==> config.mk <==
export PLATFORM = sky130hd
export DESIGN_NAME = spdm_terms
export DESIGN_NICKNAME = d
export VERILOG_FILES = /design/src/hw/rtl/signed_permutation_direction_match_top_defines.svh /design/src/hw/rtl/spdm_pkg.sv /design/src/hw/rtl/spdm_terms.sv
export SDC_FILE = /design/constraint.sdc
export NUM_CORES = 2
export LEC_CHECK = 0
export BUFFER_PORTS_ARGS = -buffer_cell sky130_fd_sc_hd__buf_2
export CAP_MARGIN = 20
export CORE_AREA = 2 2 527 529
export CTS_CLUSTER_SIZE = 8
export DETAILED_ROUTE_END_ITERATION = 8
export DIE_AREA = 0 0 529 531
export SLEW_MARGIN = 10
export SYNTH_ARGS = -nofsm -noshare
export SYNTH_HDL_FRONTEND = slang
export SYNTH_SLANG_ARGS = --single-unit
==> constraint.sdc <==
create_clock -name clk -period 21.2 [get_ports clk]
set_input_delay 1.06 -clock clk [delete_from_list [all_inputs] [get_ports clk]]
set_output_delay 1.06 -clock clk [all_outputs]
set_load 0.01 [all_outputs]
==> src/hw/rtl/signed_permutation_direction_match_top_defines.svh <==
// Assertion macros for the signed permutation direction match block
`ifndef SIGNED_PERMUTATION_DIRECTION_MATCH_TOP_DEFINES_SVH
`define SIGNED_PERMUTATION_DIRECTION_MATCH_TOP_DEFINES_SVH

// same-cycle implication, switched off while rst_n is low
`define SPDM_ASSERT_NOW(label, ante, cons, msg) \
  label: assert property (@(posedge clk) disable iff (!rst_n) (ante) |-> (cons)) \
    else $error(msg);

// next-cycle implication, switched off while rst_n is low
`define SPDM_ASSERT_NEXT(label, ante, cons, msg) \
  label: assert property (@(posedge clk) disable iff (!rst_n) (ante) |=> (cons)) \
    else $error(msg);

`endif

==> src/hw/rtl/spdm_pkg.sv <==
// Types, constants and candidate table builder for the direction match block
package spdm_pkg;

  localparam int CELL_N = 48;   // signed 3x3 permutations
  localparam int COMP_W = 32;
  localparam int TERM_W = 64;

  typedef logic signed [COMP_W-1:0] comp_t;
  typedef comp_t [2:0] vec3_t;
  typedef logic [TERM_W-1:0] term_t;
  // [target axis][source axis][source negated]
  typedef term_t [2:0][2:0][1:0] term_arr_t;

  // signed permutation: row i at [3i+2:3i] = {negate, source column}
  typedef logic [8:0] sperm_t;

  typedef struct packed {
    logic   vld;
    sperm_t sp;
  } cand_t;

  typedef cand_t [CELL_N-1:0] cand_tab_t;

  // search token handed from cell to cell
  typedef struct packed {
    logic   vld;
    logic   found;
    sperm_t best;
  } tok_t;

  typedef enum logic [1:0] {
    ST_IDLE,
    ST_TERMS,
    ST_SCAN,
    ST_HOLD
  } spdm_state_t;

  localparam logic [1:0] DIM_2D = 2'd2;
  localparam logic [1:0] DIM_3D = 2'd3;

  localparam sperm_t SP_ID = 9'b010_001_000;
  localparam sperm_t SP_QX = 9'b001_110_000;
  localparam sperm_t SP_QY = 9'b000_001_110;
  localparam sperm_t SP_QZ = 9'b010_000_101;

  // product a * b of two signed permutations
  function automatic sperm_t sp_mul(input sperm_t a, input sperm_t b);
    sperm_t r;
    int     pa;
    r = '0;
    for (int i = 0; i < 3; i++) begin
      pa = int'(a[3*i +: 2]);
      r[3*i +: 2] = b[3*pa +: 2];
      r[3*i+2]    = a[3*i+2] ^ b[3*pa+2];
    end
    return r;
  endfunction

  function automatic sperm_t sp_pow(input sperm_t g, input int n);
    sperm_t r;
    r = SP_ID;
    for (int k = 0; k < 3; k++) begin
      if (k < n) r = sp_mul(r, g);
    end
    return r;
  endfunction

  // rotation list: identity, then x, y, z by one to three quarter turns (2D: z only)
  function automatic sperm_t rot_of(input logic is3d, input int a);
    sperm_t r;
    r = SP_ID;
    if (!is3d) begin
      r = sp_pow(SP_QZ, a);
    end else begin
      case (a)
        1: r = sp_pow(SP_QX, 1);
        2: r = sp_pow(SP_QX, 2);
        3: r = sp_pow(SP_QX, 3);
        4: r = sp_pow(SP_QY, 1);
        5: r = sp_pow(SP_QY, 2);
        6: r = sp_pow(SP_QY, 3);
        7: r = sp_pow(SP_QZ, 1);
        8: r = sp_pow(SP_QZ, 2);
        9: r = sp_pow(SP_QZ, 3);
        default: r = SP_ID;
      endcase
    end
    return r;
  endfunction

  // axis reflections, negate bits {z, y, x}
  function automatic sperm_t refl_of(input logic is3d, input int b);
    sperm_t     r;
    logic [2:0] neg;
    neg = 3'b000;
    if (!is3d) begin
      neg = 3'(b);
    end else begin
      case (b)
        1: neg = 3'b001;
        2: neg = 3'b010;
        3: neg = 3'b100;
        4: neg = 3'b011;
        5: neg = 3'b110;
        6: neg = 3'b101;
        7: neg = 3'b111;
        default: neg = 3'b000;
      endcase
    end
    r    = SP_ID;
    r[2] = neg[0];
    r[5] = neg[1];
    r[8] = neg[2];
    return r;
  endfunction

  // distinct products R1*F*R2 in order of first appearance in the search
  function automatic cand_tab_t build_cands(input logic is3d);
    cand_tab_t tab;
    int        cnt;
    int        nrot;
    int        nref;
    sperm_t    left;
    sperm_t    m;
    logic      dup;
    tab  = '0;
    cnt  = 0;
    nrot = is3d ? 10 : 4;
    nref = is3d ? 8 : 4;
    for (int a = 0; a < nrot; a++) begin
      for (int b = 0; b < nref; b++) begin
        left = sp_mul(rot_of(is3d, a), refl_of(is3d, b));
        for (int c = 0; c < nrot; c++) begin
          m   = sp_mul(left, rot_of(is3d, c));
          dup = 1'b0;
          for (int k = 0; k < cnt; k++) begin
            if (tab[k].sp == m) dup = 1'b1;
          end
          if (!dup && cnt < CELL_N) begin
            tab[cnt].vld = 1'b1;
            tab[cnt].sp  = m;
            cnt++;
          end
        end
      end
    end
    return tab;
  endfunction

endpackage

==> src/hw/rtl/spdm_terms.sv <==
// Squared difference unit: all eighteen (+/-source - target)^2 terms, one a cycle
module spdm_terms (
  input  logic              clk,
  input  logic              rst_n,
  input  logic              start,
  input  spdm_pkg::vec3_t   src,
  input  spdm_pkg::vec3_t   tgt,
  output spdm_pkg::term_arr_t terms,
  output logic              done
);
  import spdm_pkg::*;

  localparam logic [1:0] AX_LAST = 2'd2;

  vec3_t       src_r;
  vec3_t       tgt_r;
  logic        busy_r;
  logic [1:0]  ax_t_r;
  logic [1:0]  ax_s_r;
  logic        neg_r;
  logic        last_step;

  logic signed [COMP_W:0] s_ext;
  logic signed [COMP_W:0] t_ext;
  logic signed [COMP_W:0] diff;
  logic [COMP_W:0]        mag_nxt;

  logic [COMP_W:0] mag_r;
  logic            s1_vld_r;
  logic            s1_last_r;
  logic [1:0]      s1_t_r;
  logic [1:0]      s1_s_r;
  logic            s1_neg_r;
  term_t           sq;
  term_arr_t       terms_r;
  logic            done_r;

  assign last_step = (ax_t_r == AX_LAST) && (ax_s_r == AX_LAST) && neg_r;

  always_comb begin
    s_ext   = {src_r[ax_s_r][COMP_W-1], src_r[ax_s_r]};
    t_ext   = {tgt_r[ax_t_r][COMP_W-1], tgt_r[ax_t_r]};
    // a negated source gives -(s + t)
    diff    = neg_r ? (s_ext + t_ext) : (s_ext - t_ext);
    mag_nxt = diff[COMP_W] ? (~diff + 1'b1) : diff;
  end

  // magnitude of 2^32 or more saturates the square
  assign sq = mag_r[COMP_W] ? '1 :
              ({{COMP_W{1'b0}}, mag_r[COMP_W-1:0]} * {{COMP_W{1'b0}}, mag_r[COMP_W-1:0]});

  always_ff @(posedge clk) begin
    if (!rst_n) begin
      busy_r    <= 1'b0;
      ax_t_r    <= '0;
      ax_s_r    <= '0;
      neg_r     <= 1'b0;
      s1_vld_r  <= 1'b0;
      s1_last_r <= 1'b0;
      done_r    <= 1'b0;
    end else begin
      s1_vld_r  <= busy_r;
      s1_last_r <= busy_r && last_step;
      done_r    <= s1_vld_r && s1_last_r;
      if (start) begin
        busy_r <= 1'b1;
        ax_t_r <= '0;
        ax_s_r <= '0;
        neg_r  <= 1'b0;
      end else if (busy_r) begin
        neg_r <= ~neg_r;
        if (neg_r) begin
          if (ax_s_r == AX_LAST) begin
            ax_s_r <= '0;
            ax_t_r <= ax_t_r + 2'd1;
          end else begin
            ax_s_r <= ax_s_r + 2'd1;
          end
        end
        if (last_step) busy_r <= 1'b0;
      end
    end
  end

  always_ff @(posedge clk) begin
    if (start) begin
      src_r <= src;
      tgt_r <= tgt;
    end
    mag_r    <= mag_nxt;
    s1_t_r   <= ax_t_r;
    s1_s_r   <= ax_s_r;
    s1_neg_r <= neg_r;
    if (s1_vld_r) terms_r[s1_t_r][s1_s_r][s1_neg_r] <= sq;
  end

  assign terms = terms_r;
  assign done  = done_r;

endmodule

==> flow_metrics.tcl <==
set metrics [dict create \
    cpPeakStageDelay_ns 0.69 \
    synth_cells 5441 \
    synth_area_sq_um 76200 \
    routabilityCongestion 0.944 \
    startpoint_type "register" \
    slowest_stage "nand2_1" \
    firstDrtPassIters 5 \
    grt_setup_unrepaired "false" \
    place.detailed.hpwl_um 193000 \
    cp-end-kind "register" \
    hold_slack_ns 0.400 \
    ys_ff_latch 1391 \
    grt_pass1_wl_um 362000 \
    rows 193 \
    synthToLayoutAreaGrowth_pct 22.3 \
    drive_gt1_share_pct 25.1 \
    antenna_found_initial 30 \
    synth.top_cell.area_share_pct 52.9 \
    avgSynthCellArea_sq_um 14.0 \
    cts_buffer_depth 4 \
    cpMostUsedCell "fa_1" \
    synth_edf_count 1344 \
    initial_core_util_pct 27.7 \
    ant_nets 0 \
    fmax_ghz 0.103 \
    ys_types 85 \
    cts_sinks 1391 \
    synth-compound-area-share_pct 4.21 \
    htreeDepth 4 \
    fin_util_pct 33.9 \
    io_pins 1348 \
    vias_per_cell 4.67 \
    hold_buffers 0 \
    synthAdderAreaFrac_pct 26.3 \
    die_w_um 529 \
    yosys_warnings 0 \
    setup_viol 0 \
    grt_max_degree 107 \
    cts_tree "built" \
    synth-simple-area-share_pct 6.52 \
    crit_arrival_ns 9.97 \
    grt_overflow 0 \
    finalWirelength_um 260000 \
    worst-path-max-fanout 26 \
    vias 49400 \
    clkSlewWorstSetupHoldPaths_ns 0.05 \
    status "complete, no violations" \
    clk_latency_ns 0.90 \
    cts_resized 0 \
    tightest_slew_ns 1.27 \
    drt-initial-drc-count 3824 \
    synth_flop_cell "edfxtp_1" \
    synth_xor_area_share_pct 2.05 \
    async_flop_share_pct 0 \
    syn-num-nets 6764 \
    muxShareOfSynthArea_pct 0.973 \
    nNetsFinal 8232 \
    period_share_pct 45.7 \
    wl_per_cell_um 24.7 \
    synthTopCellsByArea "edfxtp_1, fa_1, ha_1" \
    die_h_um 531 \
    max_slew_margin_pct 15.5 \
    finClkSkew_ns 0.0745 \
    setup-tns-final_ns 0 \
    hold_violations 0 \
    synth_top_cell_by_area "edfxtp_1" \
    ys_seq_area_share_pct 54.2 \
    numCtsBuffers 197 \
    dieArea_sq_um 281000 \
    synth_top_family_by_area "adder cells" \
    crit_type "reg -> reg" \
    maxCapViolations 0 \
    worstPathCellList "buf_4 > clkinv_1 > nor2_1 > fa_1 > fa_1 > inv_1 > fa_1 > fa_1 > inv_1 > fa_1 > fa_1 > fa_1 > fa_1 > ha_1 > nand2_1 > or4_1 > or2_2 > nand3_2 > a31oi_1 > buf_4 > o31ai_1 > a31oi_1 > xnor2_1 > nand2_1" \
    grtUsageTotal_pct 17.8 \
    synth_commonest_cells "edfxtp_1, inv_1, fa_1" \
    postCtsSetupBuffers 0 \
    cts-root-buf "clkbuf_16" \
    port_buffers 1347 \
    hold_path_class "in -> reg" \
    route.detailed.drc 0 \
    first_global_vias 50900 \
    critPathRequiredTime_ns 21.47 \
    coreArea_sq_um 275000 \
    yosysMostFrequentCell "edfxtp_1" \
    finalMaxSlewViolations 0 \
    period_minus_slack_ns 9.69 \
]
-- cells in the final DEF, fill, tap and decap left out, types with 11 or more instances in the layout --
cell and instances:
and2_1 227, nand2_1 400, a31o_2 12, edfxtp_1 1344, dfxtp_2 11, o21bai_1 19
xnor2_1 88, buf_4 93, nor3_1 32, a31oi_1 27, or3_1 12, nor2_4 18
nor4_1 13, mux2i_1 70, xor2_1 90, a211oi_1 14, nand4_1 26, o2bb2ai_1 24
inv_1 980, nand3_1 27, o21a_1 19, nor2_1 143, dfxtp_1 36, or2_2 13
clkbuf_16 197, a21o_1 55, o21ai_0 101, fa_1 793, o31ai_1 12, ha_1 335
a21oi_1 142, and3_1 23, clkbuf_1 23, buf_2 1346, nor2b_1 25
-- area by class of cell --
type / instances / area [sq um]
Timing Repair Buffer: 1446 / 7590
Clock inverter: 14 / 282
Multi-Input combinational cell: 2891 / 30800
Tap cell: 3607 / 4510
Fill cell: 26900 / 182000
Antenna cell: 9 / 22.5
Sequential cell: 1391 / 41300
Inverter: 982 / 3690
Clock buffer: 221 / 5030
-- through the flow --
step / setup slack, ns / std cells / area, sq um
2_1_floorplan: 12.65 / 5441 / 76200
3_3_place_gp: 11.84 / 10300 / 87700
3_5_place_dp: 11.65 / 10300 / 87800
4_1_cts: 11.65 / 10500 / 93100
5_1_grt: 11.06 / 10600 / 93200
6_report: 11.51 / 10600 / 93200
-- metal layers --
layer | vias up | part of all wire, % | global-route usage (%)
li1 | 21000 | - | -
met1 | 25400 | 39 | 22.5
met2 | 2586 | 48 | 29.9
met3 | 419 | 8.2 | 3.59
met4 | 6 | 4.1 | 6.96
met5 | - | 0.016 | 0
-- critical path, delay by kind of cell, from the launching register on --
kind,cells,cell delay [ns]
adders and majority gates,9,4.43
and+or+nand+nor,6,2.19
buffers and inverters,5,1.18
AOI/OAI and AO/OA,3,0.81
DFF,1,0.30
xor gates and xnor gates,1,0.20
-- cell families (layout without fill, tap and decap cells) --
group,Yosys count,after routing
xor gates and xnor gates,178,178
DFF,1391,1391
and+or+nand+nor,1018,1018
other,0,9
AOI/OAI and AO/OA,493,493
buffers and inverters,1159,2663
adders and majority gates,1128,1128
muxes,74,74
-- path summary, 6_finish.rpt --
| kind | start | endpoint | slack [ns] | depth (start not counted) |
|---|---|---|---|---|
| setup / recovery | mag_r[16] | terms[187] | 11.51 | 24 |
| hold / removal | tgt[22] | tgt_r[22] | 0.40 | 1 |
| setup reg to reg | mag_r[16] | terms[187] | 11.51 | 24 |
| hold reg to reg | neg_r | s1_neg_r | 0.44 | 0 |
-- sequential cells by signal (all words and copies together) (netlist names) --
register / flops
neg_r: 1
terms: 1152
s1_t_r: 2
ax_t_r: 2
busy_r: 1
tgt_r: 96
ax_s_r: 2
src_r: 96
s1_s_r: 2
done: 1
s1_last_r: 1
s1_vld_r: 1
s1_neg_r: 1
mag_r: 33
Power is left out: the tool's default activity adds up to more than one toggle a clock period on the data nets, which glitch-free logic cannot reach.
