<file path="config.mk">
export PLATFORM = sky130hd
export DESIGN_NAME = spdm_cell
export DESIGN_NICKNAME = d
export VERILOG_FILES = /design/src/hw/rtl/signed_permutation_direction_match_top_defines.svh /design/src/hw/rtl/spdm_pkg.sv /design/src/hw/rtl/spdm_cell.sv
export SDC_FILE = /design/constraint.sdc
export NUM_CORES = 1
export LEC_CHECK = 0
export BUFFER_PORTS_ARGS = -buffer_cell sky130_fd_sc_hd__buf_4
export CAP_MARGIN = 5
export CORE_AREA = 2 2 489 491
export DETAILED_ROUTE_END_ITERATION = 12
export DIE_AREA = 0 0 491 493
export PLACE_DENSITY_LB_ADDON = 0.15
export SYNTH_ARGS = -nofsm -noshare
export SYNTH_HDL_FRONTEND = slang
export SYNTH_SLANG_ARGS = --single-unit
</file>
<file path="constraint.sdc">
create_clock -name clk -period 14.92 [get_ports clk]
set_input_delay 0 -clock clk [delete_from_list [all_inputs] [get_ports clk]]
set_output_delay 0 -clock clk [all_outputs]
set_load 0.02 [all_outputs]
</file>
<file path="src/hw/rtl/signed_permutation_direction_match_top_defines.svh">
// Assertion macros for the signed permutation direction match block
`ifndef SIGNED_PERMUTATION_DIRECTION_MATCH_TOP_DEFINES_SVH
`define SIGNED_PERMUTATION_DIRECTION_MATCH_TOP_DEFINES_SVH

// same-cycle implication, switched off while rst_n is low
`define SPDM_ASSERT_NOW(label, ante, cons, msg) \
  label: assert property (@(posedge clk) disable iff (!rst_n) (ante) |-> (cons)) \
    else $error(msg);

// next-cycle implication, switched off while rst_n is low
`define SPDM_ASSERT_NEXT(label, ante, cons, msg) \
  label: assert property (@(posedge clk) disable iff (!rst_n) (ante) |=> (cons)) \
    else $error(msg);

`endif

</file>
<file path="src/hw/rtl/spdm_pkg.sv">
// Types, constants and candidate table builder for the direction match block
package spdm_pkg;

  localparam int CELL_N = 48;   // signed 3x3 permutations
  localparam int COMP_W = 32;
  localparam int TERM_W = 64;

  typedef logic signed [COMP_W-1:0] comp_t;
  typedef comp_t [2:0] vec3_t;
  typedef logic [TERM_W-1:0] term_t;
  // [target axis][source axis][source negated]
  typedef term_t [2:0][2:0][1:0] term_arr_t;

  // signed permutation: row i at [3i+2:3i] = {negate, source column}
  typedef logic [8:0] sperm_t;

  typedef struct packed {
    logic   vld;
    sperm_t sp;
  } cand_t;

  typedef cand_t [CELL_N-1:0] cand_tab_t;

  // search token handed from cell to cell
  typedef struct packed {
    logic   vld;
    logic   found;
    sperm_t best;
  } tok_t;

  typedef enum logic [1:0] {
    ST_IDLE,
    ST_TERMS,
    ST_SCAN,
    ST_HOLD
  } spdm_state_t;

  localparam logic [1:0] DIM_2D = 2'd2;
  localparam logic [1:0] DIM_3D = 2'd3;

  localparam sperm_t SP_ID = 9'b010_001_000;
  localparam sperm_t SP_QX = 9'b001_110_000;
  localparam sperm_t SP_QY = 9'b000_001_110;
  localparam sperm_t SP_QZ = 9'b010_000_101;

  // product a * b of two signed permutations
  function automatic sperm_t sp_mul(input sperm_t a, input sperm_t b);
    sperm_t r;
    int     pa;
    r = '0;
    for (int i = 0; i < 3; i++) begin
      pa = int'(a[3*i +: 2]);
      r[3*i +: 2] = b[3*pa +: 2];
      r[3*i+2]    = a[3*i+2] ^ b[3*pa+2];
    end
    return r;
  endfunction

  function automatic sperm_t sp_pow(input sperm_t g, input int n);
    sperm_t r;
    r = SP_ID;
    for (int k = 0; k < 3; k++) begin
      if (k < n) r = sp_mul(r, g);
    end
    return r;
  endfunction

  // rotation list: identity, then x, y, z by one to three quarter turns (2D: z only)
  function automatic sperm_t rot_of(input logic is3d, input int a);
    sperm_t r;
    r = SP_ID;
    if (!is3d) begin
      r = sp_pow(SP_QZ, a);
    end else begin
      case (a)
        1: r = sp_pow(SP_QX, 1);
        2: r = sp_pow(SP_QX, 2);
        3: r = sp_pow(SP_QX, 3);
        4: r = sp_pow(SP_QY, 1);
        5: r = sp_pow(SP_QY, 2);
        6: r = sp_pow(SP_QY, 3);
        7: r = sp_pow(SP_QZ, 1);
        8: r = sp_pow(SP_QZ, 2);
        9: r = sp_pow(SP_QZ, 3);
        default: r = SP_ID;
      endcase
    end
    return r;
  endfunction

  // axis reflections, negate bits {z, y, x}
  function automatic sperm_t refl_of(input logic is3d, input int b);
    sperm_t     r;
    logic [2:0] neg;
    neg = 3'b000;
    if (!is3d) begin
      neg = 3'(b);
    end else begin
      case (b)
        1: neg = 3'b001;
        2: neg = 3'b010;
        3: neg = 3'b100;
        4: neg = 3'b011;
        5: neg = 3'b110;
        6: neg = 3'b101;
        7: neg = 3'b111;
        default: neg = 3'b000;
      endcase
    end
    r    = SP_ID;
    r[2] = neg[0];
    r[5] = neg[1];
    r[8] = neg[2];
    return r;
  endfunction

  // distinct products R1*F*R2 in order of first appearance in the search
  function automatic cand_tab_t build_cands(input logic is3d);
    cand_tab_t tab;
    int        cnt;
    int        nrot;
    int        nref;
    sperm_t    left;
    sperm_t    m;
    logic      dup;
    tab  = '0;
    cnt  = 0;
    nrot = is3d ? 10 : 4;
    nref = is3d ? 8 : 4;
    for (int a = 0; a < nrot; a++) begin
      for (int b = 0; b < nref; b++) begin
        left = sp_mul(rot_of(is3d, a), refl_of(is3d, b));
        for (int c = 0; c < nrot; c++) begin
          m   = sp_mul(left, rot_of(is3d, c));
          dup = 1'b0;
          for (int k = 0; k < cnt; k++) begin
            if (tab[k].sp == m) dup = 1'b1;
          end
          if (!dup && cnt < CELL_N) begin
            tab[cnt].vld = 1'b1;
            tab[cnt].sp  = m;
            cnt++;
          end
        end
      end
    end
    return tab;
  endfunction

endpackage

</file>
<file path="src/hw/rtl/spdm_cell.sv">
// One candidate cell: tests its signed permutation and passes the search token on
module spdm_cell (
  input  logic                clk,
  input  logic                rst_n,
  input  spdm_pkg::term_arr_t terms,
  input  spdm_pkg::term_t     tol,
  input  logic                use_z,
  input  spdm_pkg::cand_t     cand,
  input  spdm_pkg::tok_t      tok_in,
  output spdm_pkg::tok_t      tok_out
);
  import spdm_pkg::*;

  term_t             row_term [3];
  logic [TERM_W+1:0] dist_sum;
  logic              match;
  tok_t              tok_nxt;
  tok_t              tok_r;

  always_comb begin
    for (int i = 0; i < 3; i++) begin
      row_term[i] = terms[i][cand.sp[3*i +: 2]][cand.sp[3*i+2]];
    end
    // exact sum: anything at or over 2^64 fails the compare like the saturated value
    dist_sum = {2'b00, row_term[0]} + {2'b00, row_term[1]} +
               (use_z ? {2'b00, row_term[2]} : '0);
    match    = cand.vld && (dist_sum < {2'b00, tol});

    tok_nxt.vld   = tok_in.vld;
    tok_nxt.found = tok_in.found || match;
    tok_nxt.best  = tok_in.found ? tok_in.best : cand.sp;
  end

  always_ff @(posedge clk) begin
    if (!rst_n) begin
      tok_r <= '0;
    end else begin
      tok_r <= tok_nxt;
    end
  end

  assign tok_out = tok_r;

endmodule

</file>
==> results of run 1 <==
-- area by class of cell --
cell class | count | share of cell area [%]
Antenna cell | 35 | 0.2992
Inverter | 144 | 1.864
Clock buffer | 4 | 0.2693
Timing Repair Buffer | 1281 | 33.01
Tap cell | 3167 | 13.54
Sequential cell | 11 | 0.7524
Multi-Input combinational cell | 1550 | 50.27
-- through the flow --
stage          total power, mW  worst slack, ns
2_1_floorplan           0.9000            8.759
3_3_place_gp             1.702            5.021
3_5_place_dp             1.685            5.089
4_1_cts                  1.756            5.362
5_1_grt                  1.883            5.166
6_report                 1.720            5.812
-- power groups by stage --
stage                     Sequential [mW]  Clock, mW  Combinational [mW]
after global routing               0.0329     0.0642                1.79
final                              0.0327     0.0630                1.62
after detailed placement           0.0333          0                1.65
after CTS                          0.0327     0.0628                1.66
after floorplan                    0.0355          0               0.865
after global placement             0.0334          0                1.67
-- how the worst max path moves through the flow --
stage                     depth (start not counted)    start                    end  slack, ns
after floorplan                                  28  cand[7]  tok_out[9]$_SDFF_PN0_       8.76
after global placement                           28  cand[7]  tok_out[9]$_SDFF_PN0_       5.02
after detailed placement                         28  cand[7]  tok_out[9]$_SDFF_PN0_       5.09
after CTS                                        28  cand[7]  tok_out[9]$_SDFF_PN0_       5.36
after global routing                             28  cand[7]  tok_out[9]$_SDFF_PN0_       5.17
final                                            28  cand[7]  tok_out[9]$_SDFF_PN0_       5.81
-- per-layer routing --
metal	share of wire [%]	track usage [%]	vias to the layer above
li1	-	-	9277
met5	0.31	0	-
met4	0.95	0.6901	102
met1	45	21.75	10400
met3	9.1	5.983	227
met2	45	26.05	1121
-- repair_timing --
| action | CTS | global route |
|---|---|---|
| buffers inserted | 0 | 0 |
| endpoints found under the setup margin | 0 | 0 |
| hold buffers | 3 | 0 |
| resized for setup | 0 | 0 |
| hold endpoints to repair | 3 | 0 |
-- worst max-delay path: cells and delay by family --
kind,cells,cell delay [ns]
mux,1,0.58
compound gates,15,4.70
simple gates,4,0.86
buf+inv,3,1.22
fa+ha+maj,4,1.58
xor+xnor,1,0.20
-- kinds of logic (layout without fill, tap and decap cells) --
group | count (synthesis) | after routing
muxes | 396 | 396
adders and majority gates | 191 | 191
and+or+nand+nor | 426 | 426
buffers and inverters | 288 | 1429
other | 0 | 35
xor gates and xnor gates | 57 | 57
DFF | 11 | 11
AOI/OAI and AO/OA | 480 | 480
-- cell usage in the layout (no fill, tap or decap), drive strengths merged, types with 65 or more instances in the layout --
cell type  instances
buf             1278
and2              71
mux4             192
a21oi             98
o21ai            169
mux2i            204
ha               126
fa                65
inv              144
nand2            202
==> flow_results.org, run 1 <==
** Outcome
- The run finished with clean final reports.

** Drt
- After the first detailed-routing iteration, the DRC count stood at 1290.
- Detailed routing inserted a total of 21120 vias.
- Wire length after detailed routing :: 205800 um
- The detail route stage leaves a number of antenna-violating nets equal to 0.
- Number of iterations in the first detailed-routing pass :: 5
- Via density :: 3.411
- In the routed design, unresolved DRC markers number 0.
- WL per Instance :: 33.24 um

** Logic synthesis
- Fraction of post-synthesis cell area in the top cell type by area :: 27.03%
- Average size of a mapped cell :: 8.651 sq um
- Yosys mapped a number of flops with a built-in enable equal to 0.
- Fraction of synthesized area in multiplexers :: 39.80%
- Adder and majority gate portion of the synthesized area :: 17.99%
- Post-synthesis compound-gate area fraction :: 18.25%
- The most used flip-flop cell after synthesis is sky130_fd_sc_hd__dfxtp_1.
- Of the synthesized area, sequential elements account for 1.377%.
- Yosys warns :: 0
- Biggest area consumer among synthesized cells :: sky130_fd_sc_hd__mux4_2
- By area, the combinational part of the netlist is dominated by multiplexers.
- Counting flops with an async set or reset pin after synthesis yields a share of 0%.
- Summing the areas of all xor and xnor instances in the mapped netlist gives 3.121% of the synthesized area.
- By area the synthesized netlist is led by sky130_fd_sc_hd__mux4_2, sky130_fd_sc_hd__mux2i_1, sky130_fd_sc_hd__ha_1.
- Flip-flop and latch count after synthesis :: 11
- Number of different library cells in the post-synthesis netlist :: 64
- Number of standard cells after synthesis :: 1849
- The commonest cells after synthesis are sky130_fd_sc_hd__mux2i_1, sky130_fd_sc_hd__nand2_1, sky130_fd_sc_hd__mux4_2, sky130_fd_sc_hd__o21ai_0, sky130_fd_sc_hd__inv_1.
- After Yosys synthesis, and, or, nand and nor cells account for 12.68% of the synthesized area.
- Among all cell types in the netlist, the one instantiated most often is sky130_fd_sc_hd__mux2i_1.
- Syn nets :: 3280
- Mapped cell area :: 16000 sq um

** CTS
- In this run the clock root is driven by a sky130_fd_sc_hd__clkbuf_16.
- In this run the number of H-tree levels came out at 1.
- Clock tree synthesis found a total of 11 sinks.
- Clock Pin Slew Worst Setup and Hold Paths :: 0.08 ns
- TritonCTS clock tree :: built
- In this run, CTS created clock tree buffers numbering 3.
- No sink is reached through more buffers than the 2 on the longest clock path.

** Die
- Once the floorplan was initialized, standard cells occupied 6.751% of the core.
- In this run the standard cell core region covers 237000 sq um.
- After floorplanning, the core was divided into 179 placement rows.
- The die covers 242100 sq um.
- Boundary Pins :: 1251
- Chip width :: 491 um
- Measured along the y axis, the die boundary spans 493 um.

** Min path
- The worst hold path passes through 3 cells.
- Worst min-delay path startpoint :: tok_in[7]
- Terminating pin of the worst hold path :: tok_out[7]$_SDFF_PN0_
- In this run the worst hold path is classified as in2reg.

** STA
- Fin. max-slew vios :: 0
- Timing would allow up to 109.8 MHz.
- Setup violations remaining at the end of the flow were counted as 0.
- Slew Limit Headroom :: 14.76%
- Hold_ws :: 0.003846 ns
- Final Hold Vio Count :: 0
- Min cycle time layout :: 9.108 ns
- In the final timing run, aggregate negative setup slack is 0 ns.
- At the pin with the least slew margin, the transition time is 1.265 ns.
- RSZ-0062 raised after global routing :: false
- The final critical path takes up 61.05% of the cycle.

** Global routing
- Pin count of the biggest net entering global routing :: 74
- The via count of the first global-routing pass is 22400.
- Summed over all layers, the global routing overflow is 0.
- Initial antenna violation count :: 191
- GRT Util Overall :: 16.26%
- The first global-routing pass estimated 254600 um of wire.

** Cells and area
- Post-route design area :: 29270 sq um
- Area taken by multi-input logic gates :: 14710 sq um
- The layout has 27630 filler cells.
- Core utilization of the finished layout :: 12.35%
- Final-stage net count :: 4422
- Registers take 220.2 sq um.
- Excluding fillers, the count of instances in the completed layout stands at 6192.
- The register with the most flip-flops in the layout has 11 of them.
- Of the cells placed in the final design, the portion with a size suffix greater than 1 is 49.73%.
- Compared with the post-synthesis result, the final layout area differs by 82.97%.

** Pwr
- Of the total power, the share spent switching nets is 54.90%.
- Internal power of the cells :: 0.7758 mW
- P per Cell Area :: 58.76 nW/um^2
- Combinational cells account for 94.4% of the total power.
- The analysis attributes to cell leakage a power of 13.45 nW.
- Switch Pwr :: 0.9442 mW
- The clock network burns 3.7% of the power.
- The worst-case IR drop observed on VDD is 0.04084 mV.
- Sequential cells account for 1.9% of the total power.

** Place
- After legalization and detailed placement, the total HPWL measured 189800 um.
- Counting tap cells, the placed design contains a total of 6150 instances.
- Input and output buffers added on the ports amount to 1250.
- RePlAce Congestion :: 0.8977
- Summing all placed instances gives a cell area of 29070 sq um.

** Setup path
- Critical Setup Path Class :: in2reg
- In this run the worst path has a maximum fanout of 41.
- For the worst setup path, the data required time is 15.10 ns.
- The worst setup path is captured at a flop.
- The worst setup path is launched from an input pin.
- Among all stages on the critical path, the largest delay is contributed by sky130_fd_sc_hd__a211oi_1.
- Crit path DAT :: 9.28 ns
- Delay of the slowest critical-path stage :: 1.06 ns

** Flow run
- Max-cap viol count :: 0
(Power assumes the default switching activity.)
==> run 2: changes to the inputs <==
--- a/config.mk
+++ b/config.mk
@@ -7,9 +7,9 @@
 export LEC_CHECK = 0
 export BUFFER_PORTS_ARGS = -buffer_cell sky130_fd_sc_hd__buf_4
 export CAP_MARGIN = 5
-export CORE_AREA = 2 2 489 491
+export CORE_AREA = 2 2 487 489
 export DETAILED_ROUTE_END_ITERATION = 12
-export DIE_AREA = 0 0 491 493
+export DIE_AREA = 0 0 489 491
 export PLACE_DENSITY_LB_ADDON = 0.15
 export SYNTH_ARGS = -nofsm -noshare
 export SYNTH_HDL_FRONTEND = slang
==> constraint.sdc (replaced) <==
create_clock -name clk -period 8.2 [get_ports clk]
set_input_delay 0 -clock clk [delete_from_list [all_inputs] [get_ports clk]]
set_output_delay 0 -clock clk [all_outputs]
set_load 0.02 [all_outputs]
==> run 2 against run 1 <==
- core utilization rose by 0.30 points
- combinational power rose by 89%
- clock power is 81% higher
- total power is 88% higher
- final cell count rose by 0.29%
- the flow now finishes with violations (negative hold slack)
==> flow_results.org, run 2 (synthesis results as in run 1) <==
** STA
- Highest attainable clock frequency :: 129.0 MHz
- The final-report max-slew violation count was 0.
- Transition at the pin with the smallest max-transition slack :: 1.424 ns
- Final hold analysis gives a worst-case slack of -0.0002746 ns.
- Setup repair after global routing left no endpoint under its margin.
- Setup violations remaining at the end of the flow were counted as 0.
- The number of endpoints with negative hold slack in the final report came to 1.
- Min cycle time layout :: 7.753 ns
- Slew Limit Headroom :: 4.068%
- Share of the clock period used by the worst path :: 94.55%
- In the final timing run, aggregate negative setup slack is 0 ns.

** Cells and area
- After the last flow step, the layout net total stands at 4469.
- Area Overhead vs Synth :: 85.50%
- For this run, the share of the core covered by cells in the final layout is 12.65%.
- The layout has 27220 filler cells.
- Flip-flop count of the largest register after layout :: 11
- In the final layout, the share of cells above drive strength 1 is 50.68%.
- Post-route design area :: 29670 sq um
- Most common cell after layout, fill and taps aside :: sky130_fd_sc_hd__buf_4
- Leaving out fill and tap cells, the most frequent cells in the layout are sky130_fd_sc_hd__buf_4, sky130_fd_sc_hd__mux2i_1, sky130_fd_sc_hd__nand2_1.

** Die
- The core region is 234500 sq um.
- From bottom edge to top edge, the die measures 491 um.
- Row generation in the floorplan step produced 178 rows.
- Chip width :: 489 um
- The initial utilization of the core area, before any placement, comes to 6.821%.
- Full die area :: 240100 sq um
- Pin placement for this block handled 1251 I/O pins.

** CTS
- H-tree depth :: 1
- Total clock sinks :: 11
- TritonCTS Buffers :: 3
- Clock-pin slew was measured on the worst setup and hold paths at 0.08 ns.
- TritonCTS built the clock tree.
- Clock Path Buffers :: 2
- Clock root buffer :: sky130_fd_sc_hd__clkbuf_16

** Pwr
- Peak supply drop :: 0.06242 mV
- Power spread over the standard cell area amounts to 109.1 nW/um^2.
- Summed over all cells, the static leakage comes to 13.70 nW.
- The design draws 3.238 mW.

** Setup path
- Critical path peak fanout :: 47
- Critical Setup Path Class :: in2reg
- Data arrives at the worst endpoint at 7.94 ns.
- Data on the critical path is required at its endpoint by 8.38 ns.
- Critical path startpoint category :: input pin
- STA classifies the critical path endpoint as a flop.

** Drt
- Dividing the detail-routed via count by the number of cells gives 3.447.
- Across all layers, the routed design uses 21400 vias.
- Wire length after detailed routing :: 203900 um
- Wire segments on met2 add up to 93900 um in the final route.
- Wire length on met1 :: 86400 um
- DRC marker count from the first detailed-route iteration :: 1147
- Once detail routing completed, the nets flagged for antenna violations numbered 0.
- In this run the top signal layer used is met5.
- Met3 wirelength from detailed routing :: 20080 um
- DRC violations left :: 0
- In the final routed layout, each cell accounts on average for 32.83 um.
- Number of iterations in the first detailed-routing pass :: 5

** Global routing
- Vias in the first global route :: 22520
- The total overflow left after global routing is 0.
- Initial antenna violation count :: 211
- Global routing used 16.19% of the available tracks across all layers.
- Pin count of the biggest net entering global routing :: 48
- The first global-routing pass estimated 250500 um of wire.

** Outcome
- Result of the run :: finished, violations left
- The checks that failed: negative hold slack.

** Place
- Hpwl dp :: 188900 um
- At the end of routability-driven placement, the weighted congestion stood at 0.8768.
- Buffers on Ports :: 1250
- Area after DPL :: 29470 sq um

** Min path
- The worst hold path begins at tok_in[8].
- Terminating pin of the worst hold path :: tok_out[8]$_SDFF_PN0_
- The worst hold path was traced through 3 stages.
- Type of the most critical hold path :: in2reg

** Flow run
- The tool flagged a number of max-cap violations equal to 0.
## run 2: cell count changes in the layout (fill, tap and decap cells not counted), sizes merged
cell / previous run / this run
buf: 1278 / 1323
clkinv: 0 / 1
dlygate4sd3: 3 / 4
diode: 35 / 23
## run 2: layer usage
metal  global-route usage [%]  up-vias
li1                         -     9366
met1                    20.15    10470
met2                    26.73     1135
met3                    6.763      281
met4                    1.499      148
met5                        0        -
## run 2: where the power goes
group	switching, mW	internal [mW]	total, mW
Sequential	0.00290	0.0574	0.0603
Clock	0.0481	0.0660	0.114
Combinational	1.74	1.33	3.06
## run 2: worst max-delay path: stages
cell                       delay [ns]
sky130_fd_sc_hd__clkbuf_8        0.30
sky130_fd_sc_hd__buf_12          0.31
sky130_fd_sc_hd__buf_4           0.41
sky130_fd_sc_hd__mux2i_1         0.45
sky130_fd_sc_hd__o21ai_1         0.24
sky130_fd_sc_hd__fa_1            0.51
sky130_fd_sc_hd__ha_1            0.44
sky130_fd_sc_hd__a21oi_1         0.46
sky130_fd_sc_hd__o21a_1          0.22
sky130_fd_sc_hd__nand4_1         0.28
sky130_fd_sc_hd__a211oi_2        0.52
sky130_fd_sc_hd__nor3_1          0.12
sky130_fd_sc_hd__buf_4           0.19
sky130_fd_sc_hd__a211o_1         0.33
sky130_fd_sc_hd__and2_1          0.24
sky130_fd_sc_hd__a21o_1          0.23
sky130_fd_sc_hd__mux2i_1         0.15
sky130_fd_sc_hd__nor2_1          0.10
sky130_fd_sc_hd__ha_1            0.18
sky130_fd_sc_hd__a21o_1          0.17
sky130_fd_sc_hd__a21o_1          0.16
sky130_fd_sc_hd__a21oi_1         0.26
sky130_fd_sc_hd__o211ai_1        0.22
sky130_fd_sc_hd__a21oi_1         0.24
sky130_fd_sc_hd__o21ai_1         0.26
sky130_fd_sc_hd__a211o_1         0.38
sky130_fd_sc_hd__a2111o_1        0.29
sky130_fd_sc_hd__o311ai_1        0.09
## run 2: stage by stage
step	cells	hold slack [ns]	setup WS (ns)
finish	6210	-0.0002746	0.4467
global route	6191	0.01422	0.01144
CTS	6187	0.002204	0.1169
detailed placement	6179	0.2160	-0.6697
global placement	6178	0.2165	-1.514
floorplan	1849	0.1273	2.039
## run 2: worst max-delay path by stage
| stage | startpoint | endpoint | slack (ns) | cells past startpoint |
|---|---|---|---|---|
| 3_5_place_dp | cand[1] | tok_out[9]$_SDFF_PN0_ | -0.67 | 29 |
| 4_1_cts | cand[1] | tok_out[9]$_SDFF_PN0_ | 0.12 | 29 |
| 5_1_grt | cand[1] | tok_out[9]$_SDFF_PN0_ | 0.01 | 29 |
| 6_report | cand[2] | tok_out[9]$_SDFF_PN0_ | 0.45 | 28 |
| 2_1_floorplan | cand[7] | tok_out[9]$_SDFF_PN0_ | 2.04 | 28 |
| 3_3_place_gp | cand[1] | tok_out[9]$_SDFF_PN0_ | -1.51 | 27 |
## run 2: layout make-up
cell class	count	area, sq um	share of cell area, %
clock inverters	1	5.005	0.01687
flip-flops and latches	11	220.2	0.7421
inverters	144	545.5	1.838
clock buffers	3	75.07	0.2530
repair buffers	1328	10090	34.00
well taps	3150	3941	13.28
diodes	23	57.56	0.1940
multi-input cells	1550	14740	49.67
## run 2: repair_timing
| item | in CTS | in global routing |
|---|---|---|
| resized for setup | 5 | 5 |
| setup endpoints to repair | 1 | 1 |
| setup buffers | 0 | 0 |
| hold buffers | 4 | 0 |
| endpoints found under the hold margin | 4 | 0 |
